<file path="src/rtl/cnlm_pkg.sv">
`timescale 1ns / 1ps
`default_nettype none

package cnlm_pkg;

    // Table geometry
    localparam int TABLE_SLOTS = 16;
    localparam int SLOT_W      = (TABLE_SLOTS > 1) ? $clog2(TABLE_SLOTS) : 1;
    localparam int CNT_W       = $clog2(TABLE_SLOTS + 1);
    localparam int IDX_EXT_W   = (SLOT_W > 4) ? SLOT_W : 4;

    // Address family widths
    localparam int V4_BITS = 32;
    localparam int V6_BITS = 128;

    // Stream widths
    localparam int S_TDATA_W = 144;
    localparam int M_TDATA_W = 8;

    // Action codes carried in s_tuser
    localparam logic ACT_WRITE = 1'b0;
    localparam logic ACT_QUERY = 1'b1;

    // Input item, lowest field in the lowest bits
    typedef struct packed {
        logic [1:0]  pad;
        logic [7:0]  prefix_length;
        logic [63:0] address_low;
        logic [63:0] address_high;
        logic        is_v6;
        logic        entry_enable;
        logic [3:0]  entry_index;
    } in_item_t;

    // Result item
    typedef struct packed {
        logic [2:0] pad;
        logic [3:0] match_index;
        logic       hit;
    } out_item_t;

    // One table entry as held in the RAM
    typedef struct packed {
        logic        is_v6;
        logic [63:0] net_high;
        logic [63:0] net_low;
        logic [7:0]  prefix;
    } entry_t;

    localparam int ENTRY_W = $bits(entry_t);

    typedef enum logic [1:0] {
        ST_IDLE,
        ST_SCAN,
        ST_FINISH
    } state_t;

    // Controller to datapath
    typedef struct packed {
        logic write;     // store the accepted write item
        logic start;     // latch the accepted query, rewind the scan
        logic issue;     // read the next slot
        logic capture;   // latch the decision of the slot under compare
        logic load_out;  // move the decision into the output register
    } ctrl_cmd_t;

    // Datapath to controller
    typedef struct packed {
        logic issue_done;  // every slot has been read
        logic cand_valid;  // a slot is under compare this cycle
        logic cand_match;  // that slot matches the query
        logic cand_last;   // that slot is the last one of the table
        logic out_free;    // the output register can take a result
    } dp_status_t;

endpackage

`default_nettype wire

</file>
<file path="src/rtl/cnlm_ram.sv">
`timescale 1ns / 1ps
`default_nettype none

module cnlm_ram #(
    parameter int WIDTH = 8,
    parameter int DEPTH = 16
) (
    input  wire logic                                       aclk,
    input  wire logic                                       wr_en,
    input  wire logic [((DEPTH > 1) ? $clog2(DEPTH) : 1)-1:0] wr_addr,
    input  wire logic [WIDTH-1:0]                           wr_data,
    input  wire logic                                       rd_en,
    input  wire logic [((DEPTH > 1) ? $clog2(DEPTH) : 1)-1:0] rd_addr,
    output logic      [WIDTH-1:0]                           rd_data
);

    logic [WIDTH-1:0] mem_reg [DEPTH];
    logic [WIDTH-1:0] rd_data_reg;

    always_ff @(posedge aclk) begin
        if (wr_en) begin
            mem_reg[wr_addr] <= wr_data;
        end
        if (rd_en) begin
            rd_data_reg <= mem_reg[rd_addr];
        end
    end

    assign rd_data = rd_data_reg;

endmodule

`default_nettype wire

</file>
<file path="src/rtl/cnlm_ctrl.sv">
`timescale 1ns / 1ps
`default_nettype none

module cnlm_ctrl
    import cnlm_pkg::*;
(
    input  wire logic       aclk,
    input  wire logic       aresetn,
    input  wire logic       s_tvalid,
    input  wire logic       s_tuser,
    output logic            s_tready,
    input  wire dp_status_t st,
    output ctrl_cmd_t       cmd
);

    state_t state_reg;
    state_t state_next;
    logic   accept;
    logic   decide;

    assign accept = s_tvalid && (state_reg == ST_IDLE);
    assign decide = st.cand_valid && (st.cand_match || st.cand_last);

    always_comb begin
        state_next = state_reg;
        case (state_reg)
            ST_IDLE: begin
                if (accept && (s_tuser == ACT_QUERY)) begin
                    state_next = ST_SCAN;
                end
            end
            ST_SCAN: begin
                if (decide) begin
                    state_next = ST_FINISH;
                end
            end
            ST_FINISH: begin
                if (st.out_free) begin
                    state_next = ST_IDLE;
                end
            end
            default: begin
                state_next = ST_IDLE;
            end
        endcase
    end

    always_comb begin
        s_tready     = 1'b0;
        cmd          = '0;
        case (state_reg)
            ST_IDLE: begin
                s_tready  = 1'b1;
                cmd.write = accept && (s_tuser == ACT_WRITE);
                cmd.start = accept && (s_tuser == ACT_QUERY);
            end
            ST_SCAN: begin
                cmd.issue   = !st.issue_done && !decide;
                cmd.capture = decide;
            end
            ST_FINISH: begin
                cmd.load_out = st.out_free;
            end
            default: begin
                s_tready = 1'b0;
            end
        endcase
    end

    always_ff @(posedge aclk) begin
        if (!aresetn) begin
            state_reg <= ST_IDLE;
        end else begin
            state_reg <= state_next;
        end
    end

endmodule

`default_nettype wire

</file>
<file path="src/rtl/cnlm_dp.sv">
`timescale 1ns / 1ps
`default_nettype none

module cnlm_dp
    import cnlm_pkg::*;
(
    input  wire logic                 aclk,
    input  wire logic                 aresetn,
    input  wire logic [S_TDATA_W-1:0] s_tdata,
    input  wire ctrl_cmd_t            cmd,
    output dp_status_t                st,
    output logic                      m_tvalid,
    input  wire logic                 m_tready,
    output logic      [M_TDATA_W-1:0] m_tdata
);

    in_item_t              in_item;
    entry_t                wr_entry;
    entry_t                ent;
    logic [IDX_EXT_W-1:0]  wr_idx_ext;
    logic                  wr_in_range;
    logic                  ram_wr_en;
    logic [SLOT_W-1:0]     wr_addr;
    logic [SLOT_W-1:0]     rd_addr;
    logic [ENTRY_W-1:0]    rd_data;

    logic [TABLE_SLOTS-1:0] valid_reg, valid_next;
    logic [CNT_W-1:0]       issue_cnt_reg, issue_cnt_next;
    logic                   data_vld_reg, data_vld_next;
    logic [SLOT_W-1:0]      data_idx_reg, data_idx_next;
    logic                   q_v6_reg, q_v6_next;
    logic [63:0]            q_hi_reg, q_hi_next;
    logic [63:0]            q_lo_reg, q_lo_next;
    logic                   res_hit_reg, res_hit_next;
    logic [3:0]             res_idx_reg, res_idx_next;
    logic                   m_tvalid_reg, m_tvalid_next;
    out_item_t              m_item_reg, m_item_next;

    logic [V4_BITS-1:0]     mask32, diff32;
    logic [V6_BITS-1:0]     mask128, diff128;
    logic                   v4_ok, v6_ok, fam_ok, match;
    logic [IDX_EXT_W-1:0]   data_idx_ext;

    assign in_item     = in_item_t'(s_tdata);
    assign wr_idx_ext  = IDX_EXT_W'(in_item.entry_index);
    assign wr_in_range = int'(wr_idx_ext) < TABLE_SLOTS;
    assign wr_addr     = wr_idx_ext[SLOT_W-1:0];
    assign ram_wr_en   = cmd.write && wr_in_range;
    assign rd_addr     = issue_cnt_reg[SLOT_W-1:0];

    assign wr_entry.is_v6    = in_item.is_v6;
    assign wr_entry.net_high = in_item.address_high;
    assign wr_entry.net_low  = in_item.address_low;
    assign wr_entry.prefix   = in_item.prefix_length;

    cnlm_ram #(
        .WIDTH (ENTRY_W),
        .DEPTH (TABLE_SLOTS)
    ) u_table (
        .aclk    (aclk),
        .wr_en   (ram_wr_en),
        .wr_addr (wr_addr),
        .wr_data (wr_entry),
        .rd_en   (cmd.issue),
        .rd_addr (rd_addr),
        .rd_data (rd_data)
    );

    // Prefix compare of the slot read in the previous cycle
    always_comb begin
        ent     = entry_t'(rd_data);
        mask32  = ~({V4_BITS{1'b1}} >> ent.prefix);
        mask128 = ~({V6_BITS{1'b1}} >> ent.prefix);
        diff32  = q_lo_reg[V4_BITS-1:0] ^ ent.net_low[V4_BITS-1:0];
        diff128 = {q_hi_reg, q_lo_reg} ^ {ent.net_high, ent.net_low};
        v4_ok   = (ent.prefix <= 8'(V4_BITS)) && ((diff32 & mask32) == '0);
        v6_ok   = (ent.prefix <= 8'(V6_BITS)) && ((diff128 & mask128) == '0);
        fam_ok  = ent.is_v6 == q_v6_reg;
        match   = data_vld_reg && valid_reg[data_idx_reg] && fam_ok
                  && (q_v6_reg ? v6_ok : v4_ok);
    end

    assign data_idx_ext = IDX_EXT_W'(data_idx_reg);

    always_comb begin
        st.issue_done = issue_cnt_reg == CNT_W'(TABLE_SLOTS);
        st.cand_valid = data_vld_reg;
        st.cand_match = match;
        st.cand_last  = data_idx_reg == SLOT_W'(TABLE_SLOTS - 1);
        st.out_free   = !m_tvalid_reg || m_tready;
    end

    always_comb begin
        valid_next     = valid_reg;
        issue_cnt_next = issue_cnt_reg;
        q_v6_next      = q_v6_reg;
        q_hi_next      = q_hi_reg;
        q_lo_next      = q_lo_reg;
        res_hit_next   = res_hit_reg;
        res_idx_next   = res_idx_reg;
        m_tvalid_next  = m_tvalid_reg;
        m_item_next    = m_item_reg;
        data_vld_next  = cmd.issue;
        data_idx_next  = cmd.issue ? rd_addr : data_idx_reg;

        if (ram_wr_en) begin
            valid_next[wr_addr] = in_item.entry_enable;
        end
        if (cmd.start) begin
            issue_cnt_next = '0;
            q_v6_next      = in_item.is_v6;
            q_hi_next      = in_item.address_high;
            q_lo_next      = in_item.address_low;
        end else if (cmd.issue) begin
            issue_cnt_next = issue_cnt_reg + CNT_W'(1);
        end
        if (cmd.capture) begin
            res_hit_next = match;
            res_idx_next = match ? data_idx_ext[3:0] : 4'd0;
        end
        if (cmd.load_out) begin
            m_tvalid_next           = 1'b1;
            m_item_next.pad         = '0;
            m_item_next.hit         = res_hit_reg;
            m_item_next.match_index = res_idx_reg;
        end else if (m_tready) begin
            m_tvalid_next = 1'b0;
        end
    end

    always_ff @(posedge aclk) begin
        if (!aresetn) begin
            valid_reg     <= '0;
            issue_cnt_reg <= '0;
            data_vld_reg  <= 1'b0;
            m_tvalid_reg  <= 1'b0;
        end else begin
            valid_reg     <= valid_next;
            issue_cnt_reg <= issue_cnt_next;
            data_vld_reg  <= data_vld_next;
            m_tvalid_reg  <= m_tvalid_next;
        end
    end

    always_ff @(posedge aclk) begin
        data_idx_reg <= data_idx_next;
        q_v6_reg     <= q_v6_next;
        q_hi_reg     <= q_hi_next;
        q_lo_reg     <= q_lo_next;
        res_hit_reg  <= res_hit_next;
        res_idx_reg  <= res_idx_next;
        m_item_reg   <= m_item_next;
    end

    assign m_tvalid = m_tvalid_reg;
    assign m_tdata  = m_item_reg;

    // A reported hit always points at a slot that was valid when compared
    a_hit_valid: assert property (@(posedge aclk) disable iff (!aresetn)
        cmd.capture && match |-> valid_reg[data_idx_reg])
        else $error("hit captured on an invalid slot");

    // The scan never runs past the end of the table
    a_cnt_range: assert property (@(posedge aclk) disable iff (!aresetn)
        cmd.issue |-> (issue_cnt_reg < CNT_W'(TABLE_SLOTS)))
        else $error("slot read beyond the table");

    // A miss carries slot zero
    a_miss_idx: assert property (@(posedge aclk) disable iff (!aresetn)
        m_tvalid_reg && !m_item_reg.hit |-> (m_item_reg.match_index == 4'd0))
        else $error("miss result with nonzero index");

endmodule

`default_nettype wire

</file>
<file path="src/rtl/cidr_network_list_match.sv">
`timescale 1ns / 1ps
`default_nettype none

// Channel  Dir  Handshake            Payload
// s_       in   s_tvalid / s_tready  s_tuser: action; s_tdata: entry item or query
// m_       out  m_tvalid / m_tready  m_tdata: hit, match_index
//
// A write item is stored in its slot on the accepting edge.
// A query scans the table from slot 0 up, one slot per cycle on its single read
// port, and stops at the first matching slot, or at the last slot on a miss;
// the lowest matching slot wins.
// Reset clears all slot valid bits and the output valid flag at once.
// The result waits in the output register; writes keep flowing meanwhile, a
// following query scans and then holds until that register is free.

module cidr_network_list_match
    import cnlm_pkg::*;
(
    input  wire logic                 aclk,
    input  wire logic                 aresetn,
    input  wire logic                 s_tvalid,
    output logic                      s_tready,
    // from bit 0: entry_index[3:0], entry_enable, is_v6, address_high[63:0],
    // address_low[63:0], prefix_length[7:0], zero fill
    input  wire logic [S_TDATA_W-1:0] s_tdata,
    // action: 0 write entry, 1 query
    input  wire logic                 s_tuser,
    output logic                      m_tvalid,
    input  wire logic                 m_tready,
    // from bit 0: hit, match_index[3:0], zero fill
    output logic      [M_TDATA_W-1:0] m_tdata
);

    ctrl_cmd_t  cmd;
    dp_status_t st;

    // Sequence the write, scan and result hand-off
    cnlm_ctrl u_ctrl (
        .aclk     (aclk),
        .aresetn  (aresetn),
        .s_tvalid (s_tvalid),
        .s_tuser  (s_tuser),
        .s_tready (s_tready),
        .st       (st),
        .cmd      (cmd)
    );

    // Hold the table, compare slots, register the result
    cnlm_dp u_dp (
        .aclk     (aclk),
        .aresetn  (aresetn),
        .s_tdata  (s_tdata),
        .cmd      (cmd),
        .st       (st),
        .m_tvalid (m_tvalid),
        .m_tready (m_tready),
        .m_tdata  (m_tdata)
    );

endmodule

`default_nettype wire

</file>
<file path="config.mk">
export PLATFORM = sky130hd
export DESIGN_NAME = cidr_network_list_match
export DESIGN_NICKNAME = d
export VERILOG_FILES = /design/src/rtl/cnlm_pkg.sv /design/src/rtl/cnlm_ram.sv /design/src/rtl/cnlm_ctrl.sv /design/src/rtl/cnlm_dp.sv /design/src/rtl/cidr_network_list_match.sv
export SDC_FILE = /design/constraint.sdc
export NUM_CORES = 2
export LEC_CHECK = 0
export ABC_CLOCK_PERIOD_IN_PS = 20700
export BUFFER_PORTS_ARGS = -buffer_cell sky130_fd_sc_hd__buf_4
export CORE_MARGIN = 2
export CORE_UTILIZATION = 40
export DETAILED_ROUTE_END_ITERATION = 8
export PLACE_DENSITY_LB_ADDON = 0.05
export SYNTH_ARGS = -nofsm -noshare
export SYNTH_HDL_FRONTEND = slang
export SYNTH_SLANG_ARGS = --single-unit
</file>
<file path="constraint.sdc">
create_clock -name aclk -period 20.7 [get_ports aclk]
set_input_delay 6.21 -clock aclk [delete_from_list [all_inputs] [get_ports aclk]]
set_output_delay 6.21 -clock aclk [all_outputs]
set_load 0.005 [all_outputs]
</file>
==> metrics.txt <==
CP Class=input port to register; Resize count post-CTS=0; number of synthesized register bits=2497; core area=236000 sq um; Max Fclk=111 MHz; setup slack, reg-to-reg=15.16 ns; DRC=0; PD cells=98.8 nW/um^2; Layout area overhead=14.5%; hold path endpoint=u_dp.m_tdata[4]; Initial Util=40.3%; largest cells by area after synthesis=edfxtp_1, mux4_2, xnor2_1; post-layout total power=0.0107 W; IO Port Bufs=153; post-synthesis cell type count=75; Critical R2R Capture=u_dp.u_table.rd_data[47]; Die X=491 microns; root buffer cell=clkbuf_16; count of pins over their slew limit=0; drt total wl=249000 microns; Setup Fix Bufs, Post-CTS=0; Final TNS setup=0 ns; dpl cells=7188; CTS tree=done; Iter 0 DRT Violations=4027; largest net degree at the start of global routing=129; Overall Global Routing Usage=20.6%; Max-slew headroom=19.4%; # setup viols final=0; fin crit share=43.7%; non-filler cells, final=7664; routed vias/inst=5.68; Mapped Cells=3984; CTS sink count=2497; DR WL/cell=32.5 microns; post-cts hold buffer count=0; register area share after synthesis=78.7%; CP arrival=9.56 ns; drt pass-1 iters=6; YS warnings=0; WHS=0.418 ns; clock skew=0.0529 ns; CTS H-tree lvls=5; Post-Syn Area=95000 sq um; GRT Residual Overflow=0; Worst R2R Path Depth=12; first-pass GRT wire length=352000 microns; area leader, netlist=edfxtp_1; crit path cell chain=buf_4 -> or4_1 -> nor2_4 -> buf_4 -> buf_4 -> buf_4; status=completed; CP Capture Type=register; I/O pin total=159; Worst EP required=21.22 ns; Die Span Y=491 microns; num rows=178; EDFF count, synth=2472; most used cell along the critical path=buf_4; Max Cap Viol=0; CP delay by family, top=buffers and inverters; Final Hold Viols=0; fraction of layout cells with a size suffix above 1=29.3%; Final Util=46.2%; RD Place Congestion=0.886; commonest non-fill, non-tap cell in the layout=edfxtp_1; min-delay worst type=register to register; WP buf/inv=4; reg2reg start=u_dp.u_table.rd_data[19]; largest fanout on the critical path=45; fin nets=4479; fin crit period=9.05 ns; die area=241000 sq um; crit start category=input port; Synth top area share=78.1%; Crit-path slowest cell=buf_4; max incr delay on CP=0.81 ns; commonest cells after routing, fill and taps aside=edfxtp_1, mux4_2, clkbuf_16, buf_4, xnor2_1; max FFs per register=2192; RSZ-0062 raised after global routing=false; via count=43500; Primary FF master, synth=edfxtp_1; DP Wirelength=126000 microns; P_leak=32.7 nW; Clk pin slew, worst setup/hold paths=0.06 ns; Clock Latency Late Sink=0.92 ns; syn avg cell area=23.8 sq um; min-delay src=u_dp.res_idx_reg[3]; Async SR Flop Fraction=0%; Worst Tran Pin Value=1.20 ns; CTS Buffer Depth=4; VDD IR-drop max=0.0670 mV; hold path depth=0; vias in the first global route=45200; Final ANT Viol Nets=0; antenna violations before repair=32; CTS Buf Count=288
synthesized netlist by cell type, drive strengths merged (11+ instances only):
cell type / number
xor2: 62
clkbuf: 142
xnor2: 67
dfxtp: 25
and2: 12
nor3: 16
nor2: 43
mux4: 689
and3: 12
nand2: 48
nand4: 17
buf: 52
o21ai: 55
o22ai: 11
a21boi: 16
nand3: 29
a21oi: 47
edfxtp: 2472
nand2b: 12
nor4: 17
kinds of logic (layout without fill, tap and decap cells):
logic type / after synthesis / count (layout) / synth area share, %
other: 1 / 6 / 0.00395
and+or+nand+nor: 244 / 244 / 1.36
buffers and inverters: 204 / 729 / 0.865
AOI/OAI and AO/OA: 211 / 211 / 1.48
DFF: 2497 / 2497 / 78.7
muxes: 694 / 694 / 16.4
adders and majority gates: 4 / 4 / 0.0474
xor gates and xnor gates: 129 / 129 / 1.19
worst max-delay path by stage:
stage,depth (start not counted),slack (ns),endpoint,start
floorplan,5,3.58,u_dp.valid_reg[0],s_tdata[1]
global placement,6,10.68,u_dp.u_table.mem_reg[4][28],s_tdata[1]
detailed placement,6,10.67,u_dp.u_table.mem_reg[4][28],s_tdata[1]
CTS,6,11.64,u_dp.u_table.mem_reg[4][76],s_tdata[1]
global route,6,11.54,u_dp.u_table.mem_reg[4][76],s_tdata[1]
finish,6,11.65,u_dp.u_table.mem_reg[4][79],s_tdata[1]
layout make-up:
class / count / area [sq um]
diodes: 3 / 7.51
clock buffers: 357 / 7640
repair buffers: 246 / 2050
well taps: 3150 / 3940
fillers: 19600 / 127000
flip-flops and latches: 2497 / 74700
clock inverters: 116 / 777
inverters: 10 / 42.5
multi-input cells: 1285 / 19600
metal layers:
layer	wire (microns)	share of wire, %	up-vias	GRT usage, %
met4	5410	2.2	30	5.09
li1	-	-	17800	-
met2	117000	47	1235	31.8
met3	12700	5.1	429	3.82
met1	114000	46	24000	30.3
met5	185	0.074	-	0
report_power, final:
part,switching (W),internal [W]
clock,0.00193,0.00271
combinational,0.000294,0.000173
sequential,0.0000230,0.00562
total,0.00225,0.00850
stage by stage:
stage	setup WS [ns]	cell area [sq um]
floorplan	3.58	95000
global placement	10.68	100000
detailed placement	10.67	100000
CTS	11.64	109000
global route	11.54	109000
finish	11.65	109000
Note: power is estimated with default switching activity, not from simulation.
